--- config.mk ---
export PLATFORM = sky130hd
export DESIGN_NAME = mrm_ctrl
export DESIGN_NICKNAME = d
export VERILOG_FILES = /design/src/sv/mrm_pkg.sv /design/src/sv/mrm_ctrl.sv
export SDC_FILE = /design/constraint.sdc
export NUM_CORES = 1
export LEC_CHECK = 0
export BUFFER_PORTS_ARGS = -buffer_cell sky130_fd_sc_hd__buf_2
export CORE_MARGIN = 1
export CORE_UTILIZATION = 35
export DETAILED_ROUTE_END_ITERATION = 7
export GPL_TIMING_DRIVEN = 1
export PLACE_DENSITY = 0.65
export SYNTH_ARGS = -nofsm -noshare
export SYNTH_HDL_FRONTEND = slang
export SYNTH_SLANG_ARGS = --single-unit
--- constraint.sdc ---
create_clock -name clk -period 1.7 [get_ports clk]
set_input_delay 0.085 -clock clk [delete_from_list [all_inputs] [get_ports clk]]
set_output_delay 0.085 -clock clk [all_outputs]
set_load 0.02 [all_outputs]
--- src/sv/mrm_pkg.sv ---
package mrm_pkg;

  // Matrix dimension and the widths that follow from it.
  localparam int DIM    = 16;
  localparam int IDX_W  = (DIM > 1) ? $clog2(DIM) : 1;
  localparam int ADDR_W = $clog2(DIM * DIM);

  // Fixed field widths of the stream payload.
  localparam int FIELD_IDX_W = 4;
  localparam int MODE_W      = 2;
  localparam int ELEM_W      = 16;
  localparam int PROD_W      = 2 * ELEM_W;
  localparam int SUM_W       = 48;

  localparam int IN_DATA_W  = 24;
  localparam int OUT_DATA_W = 56;

  typedef enum logic [MODE_W-1:0] {
    MODE_LEFT  = 2'd0,
    MODE_RIGHT = 2'd1,
    MODE_ROW   = 2'd2
  } mode_t;

  typedef enum logic [1:0] {
    ST_IDLE,
    ST_ISSUE,
    ST_DRAIN,
    ST_PUSH
  } state_t;

  // Commands from the controller to the datapath.
  typedef struct packed {
    logic              wr_left;
    logic              wr_right;
    logic [ADDR_W-1:0] wr_addr;
    logic              issue;
    logic              first;
    logic              last;
    logic [IDX_W-1:0]  row;
    logic [IDX_W-1:0]  col;
    logic [IDX_W-1:0]  k;
    logic              load_out;
  } dp_cmd_t;

  // Status from the datapath to the controller.
  typedef struct packed {
    logic sum_ready;
    logic out_free;
  } dp_status_t;

  function automatic logic [ADDR_W-1:0] mat_addr(input logic [IDX_W-1:0] r,
                                                 input logic [IDX_W-1:0] c);
    return ADDR_W'(r) * ADDR_W'(DIM) + ADDR_W'(c);
  endfunction

endpackage

--- src/sv/mrm_ctrl.sv ---
module mrm_ctrl
  import mrm_pkg::*;
(
  input  logic                   clk,
  input  logic                   rst,
  input  logic                   in_valid,
  output logic                   in_ready,
  input  logic [MODE_W-1:0]      in_mode,
  input  logic [FIELD_IDX_W-1:0] in_row,
  input  logic [FIELD_IDX_W-1:0] in_col,
  output dp_cmd_t                cmd,
  input  dp_status_t             status
);

  state_t           state, state_next;
  logic [IDX_W-1:0] row, row_next;
  logic [IDX_W-1:0] col, col_next;
  logic [IDX_W-1:0] k, k_next;

  logic in_range_row;
  logic in_range_col;

  assign in_range_row = int'(in_row) < DIM;
  assign in_range_col = int'(in_col) < DIM;

  always_ff @(posedge clk) begin
    if (rst) begin
      state <= ST_IDLE;
      row   <= '0;
      col   <= '0;
      k     <= '0;
    end else begin
      state <= state_next;
      row   <= row_next;
      col   <= col_next;
      k     <= k_next;
    end
  end

  always_comb begin
    state_next   = state;
    row_next     = row;
    col_next     = col;
    k_next       = k;
    in_ready     = 1'b0;
    cmd          = '0;
    cmd.row      = row;
    cmd.col      = col;
    cmd.k        = k;
    cmd.wr_addr  = mat_addr(IDX_W'(in_row), IDX_W'(in_col));
    unique case (state)
      ST_IDLE: begin
        // Nothing is taken while reset is held.
        in_ready = !rst;
        if (in_valid && !rst) begin
          unique case (in_mode)
            MODE_LEFT:  cmd.wr_left  = in_range_row && in_range_col;
            MODE_RIGHT: cmd.wr_right = in_range_row && in_range_col;
            MODE_ROW: begin
              if (in_range_row) begin
                row_next   = IDX_W'(in_row);
                col_next   = '0;
                k_next     = '0;
                state_next = ST_ISSUE;
              end
            end
            default: ;
          endcase
        end
      end
      ST_ISSUE: begin
        cmd.issue = 1'b1;
        cmd.first = (k == '0);
        cmd.last  = (k == IDX_W'(DIM - 1));
        k_next    = k + 1'b1;
        if (cmd.last) begin
          state_next = ST_DRAIN;
        end
      end
      ST_DRAIN: begin
        if (status.sum_ready) begin
          state_next = ST_PUSH;
        end
      end
      ST_PUSH: begin
        if (status.out_free) begin
          cmd.load_out = 1'b1;
          k_next       = '0;
          if (col == IDX_W'(DIM - 1)) begin
            state_next = ST_IDLE;
          end else begin
            col_next   = col + 1'b1;
            state_next = ST_ISSUE;
          end
        end
      end
      default: state_next = ST_IDLE;
    endcase
  end

endmodule

Word level (Yosys, flattened, before mapping)
Index checks and enable logic that the tools add are counted.
{ "classes": {"reduce_logical": 11, "multipliers": 0, "addsub": 3, "shifts": 0, "div_mod_pow": 0, "n_bitwise": 0, "order_cmp": 0, "n_eq_ne": 13, "muxes": 22} }
{ "op_table": {"columns": ["op", "count"], "rows": [
  ["$mux 4", 5],
  ["$mux 2", 7],
  ["$pmux 4 s3", 1],
  ["$ne 2x2->1 const B", 5],
  ["$reduce_and 5->1", 2],
  ["$add 4x1->4 const B", 2],
  ["$add 8x4->8", 1],
  ["$eq 4x4->1 const B", 2],
  ["$pmux 2 s4", 1],
  ["$pmux 4 s2", 1],
  ["$eq 2x2->1 const B", 3],
  ["$mux 1", 6],
  ["$eq 2x1->1 const B", 2],
  ["$logic_not 2->1", 2],
  ["$logic_not 4->1", 1],
  ["$reduce_and 4->1", 1],
  ["$mux 3", 1],
  ["$reduce_and 3->1", 1],
  ["$reduce_bool 3->1", 1],
  ["$ne 2x1->1 const B", 1],
  ["$reduce_bool 2->1", 1],
  ["$logic_and 1x1->1", 1],
  ["$logic_not 1->1", 1]
]} }
{ "totals": {"latch_bits": 0, "in_bits": 15, "memories": 0, "ramBits": 0, "rom_bits": 0, "ff_bits": 14} }

Logic depth before layout (Yosys ltp)
{ "logic_depth": {"depth_word": 4, "depth_mapped": 6} }

Least setup slack after synthesis
OpenSTA, ideal clock, no wires.
{ "synth_timing": {"kind": "reg-to-reg", "startpoint": "register state[0]", "endpoint": "register row[0]", "path_stages_with_launch": 7, "arrival_time_ns": 1.537, "setup_ns": 0.128, "setup_slack_ns": 0.036, "cell_sequence": "dfxtp_1 > inv_1 > ha_1 > nand3b_4 > nor3b_4 > mux2i_1 > nor2_1"} }
{ "synth_via": {"elab_chain_len": 2} }
{ "synth_rtl": {"columns": ["element", "line", "rtl"], "rows": [
  ["start, declared", "mrm_ctrl.sv:15", "state_t state, state_next;"],
  ["start signal, assigned", "mrm_ctrl.sv:33", "state <= state_next;"],
  ["$logic_not 2->1", "mrm_ctrl.sv:51", "unique case (state)"],
  ["$reduce_and 3->1 (no line)", null, null],
  ["end signal, assigned", "mrm_ctrl.sv:34", "row <= row_next;"],
  ["end, declared", "mrm_ctrl.sv:16", "logic [IDX_W-1:0] row, row_next;"]
]} }
Every way passes these cells.
A chain may end at the register's enable or synchronous reset.

==> qor.txt <==
clk buf depth: 2
Ys Warns: 0
r2r setup slk: 0.08 ns
minimum clock period: 1.638 ns
CTS root buf: clkbuf_4
Inserted Clock Buffers: 3
RSZ-0062 raised after global routing: true
total global routing overflow: 0
diode count: 0
worst vdd ir: 0.6712 mV
Synth Cell Area: 982.2 sq um
Fin Clk Skew: 0.001593 ns
DRT Pass-1 Iters: 4
Post-DRT Antenna Nets: 0
pin count of the biggest net entering global routing: 20
GP Congestion: 0.8067
Yosys cell types: 33
Setup TNS: 0 ns
Pins Over Slew Limit: 0
synthesized instance count: 106
Layout fillers: 274
worst hold slack: 0.05648 ns
Reg area: 285.3 sq um
ranking of synthesized cells by area: dfxtp_1 (29%), ha_1 (11%), buf_4 (6.1%)
Die ar.: 0.003022 sq mm
top_reg_cell synth: dfxtp_1
Post-Syn Area per Cell: 9.266 sq um
Worst setup SP type: register
async set-or-reset flop fraction in the synthesized netlist: 0%
vias per cell: 5.292
Crit. End Element: primary output
wirelength, routed: 2237 microns
CTS tree: yes
WS Path Type: register to primary output
multi-input logic area: 630.6 sq um
gr usage total: 14.81%
most frequent cells after synthesis: dfxtp_1 (14), ha_1 (9), buf_4 (8), nand2b_1 (8), nand3_1 (7)
initial antenna violation count: 0
Power Density: 999.3 mW/mm^2
Worst-Margin Slew: 0.3712 ns
Final #Nets: 166
register area share after synthesis: 28.54%
share of cells above drive strength 1: 42.55%
H-tree depth: 1
WL per Instance: 13.08 microns
Final Cycle Share: 96.36%
clock sink total: 14
worst rel slew slack: 75.25%
most numerous cell in the Yosys netlist: dfxtp_1
Synthesized Nets: 130
Leak: 0.0005547 uW
final hold violation count: 0
Layout area overhead: 28.66%
Final setup viols: 0
Port-buffer cells: 33
HPWL Detailed: 1640 microns
fmax: 610.5 MHz
top cell type's share of synthesized area: 28.54%
Die Ht: 54.98 microns
Max-Cap Viols: 0
Initial Util: 38.26%
Worst EP required: 1.62 ns
worst-path maximum fanout: 7
Worst-Skew Late Latency: 0.28 ns
Yosys top cell by area: dfxtp_1
critical path arrival: 1.55 ns
core area: 0.002567 sq mm
min-delay worst type: input port to register
Die Wd: 54.98 microns
DRT iter0 DRCs: 11
first-pass GRT wire length: 3180 microns
site row count: 18
vias in the first global route: 778
run status: completed
residual DRC count: 0
CTS Hold Bufs: 0
Reg clk slew, reported paths: 0.09 ns
Top Ports: 42
via count: 905
Yosys reg bits: 14
EDFF count, synth: 0
## worst max-delay path, cell delays in order (launching register included)
cell and delay [ns]:
dfxtp_4 0.38, inv_2 0.10, ha_2 0.20, buf_12 0.13
nand3b_4 0.10, nor3b_2 0.20, buf_4 0.17
## worst paths after layout
check,start,endpoint,depth (start not counted)
worst max-delay path,state[1]$_SDFFE_PP0P_,cmd[24],6
worst min-delay path,in_row[2],row[2]$_SDFFE_PP0P_,3
worst max register to register,state[1]$_SDFFE_PP0P_,col[1]$_SDFFE_PP0P_,6
worst min register to register,row[2]$_SDFFE_PP0P_,row[2]$_SDFFE_PP0P_,2
## timing repair
item	CTS	global route
setup buffers	0	3
resized for setup	2	9
endpoints found under the setup margin	1	16
pin swaps	0	6
## power breakdown
part / internal [uW] / switching [uW]
combinational: 305 / 337
clock: 130 / 110
sequential: 352 / 28.2
total: 788 / 475
## cells by family (layout without fill, tap and decap cells)
family | after synthesis | after routing | synth area share (%)
buffers and inverters | 17 | 52 | 9.554
and+or+nand+nor | 43 | 43 | 29.17
muxes | 4 | 4 | 4.077
AOI/OAI and AO/OA | 19 | 19 | 17.20
DFF | 14 | 14 | 28.54
adders and majority gates | 9 | 9 | 11.47
## cells in the final DEF (no fill, tap or decap), types with 2 or more instances in the layout
master and instances:
nand3_1 7, nor2_1 5, nand2_1 4, a311oi_1 2, mux2i_1 4, buf_4 8, nand2b_1 8, ha_1 7
buf_2 32, inv_1 5, a21oi_1 6, clkbuf_4 3, dfxtp_1 12, nor3_1 4, nor2b_1 4, o21ai_0 2
and3_1 2
## cell type report
type,instances,area share [%]
clock buffer,4,2.871
sequential,14,22.57
tap,30,2.970
timing repair buffer,42,19.90
multi-input combinational,75,49.90
inverter,6,1.782
## registers in the layout (all words and copies together), names as in the netlist
| register | count |
|---|---|
| col | 4 |
| row | 4 |
| k | 4 |
| state | 2 |
## metal layers
layer,part of all wire [%],vias up,global-route usage (%)
met5,0,-,0
met4,0.54,0,3.333
met3,6.0,2,6.011
met2,53,31,26.31
met1,41,432,16.39
li1,-,440,-
## stage by stage
| step | setup WS, ns | util [%] | cells | instance area (sq um) | total power [uW] |
|---|---|---|---|---|---|
| after detailed placement | 0.02685 | 45.61 | 164 | 1171 | 1002 |
| final | 0.06191 | 49.22 | 171 | 1264 | 1263 |
| after global routing | -0.03176 | 49.22 | 171 | 1264 | 1348 |
| after floorplan | 0.03561 | - | 106 | 982.2 | 802.7 |
| after CTS | 0.01074 | 47.32 | 168 | 1215 | 1248 |
| after global placement | 0.09379 | 45.61 | 164 | 1171 | 994.7 |
Power figures use the tool's default switching activity.
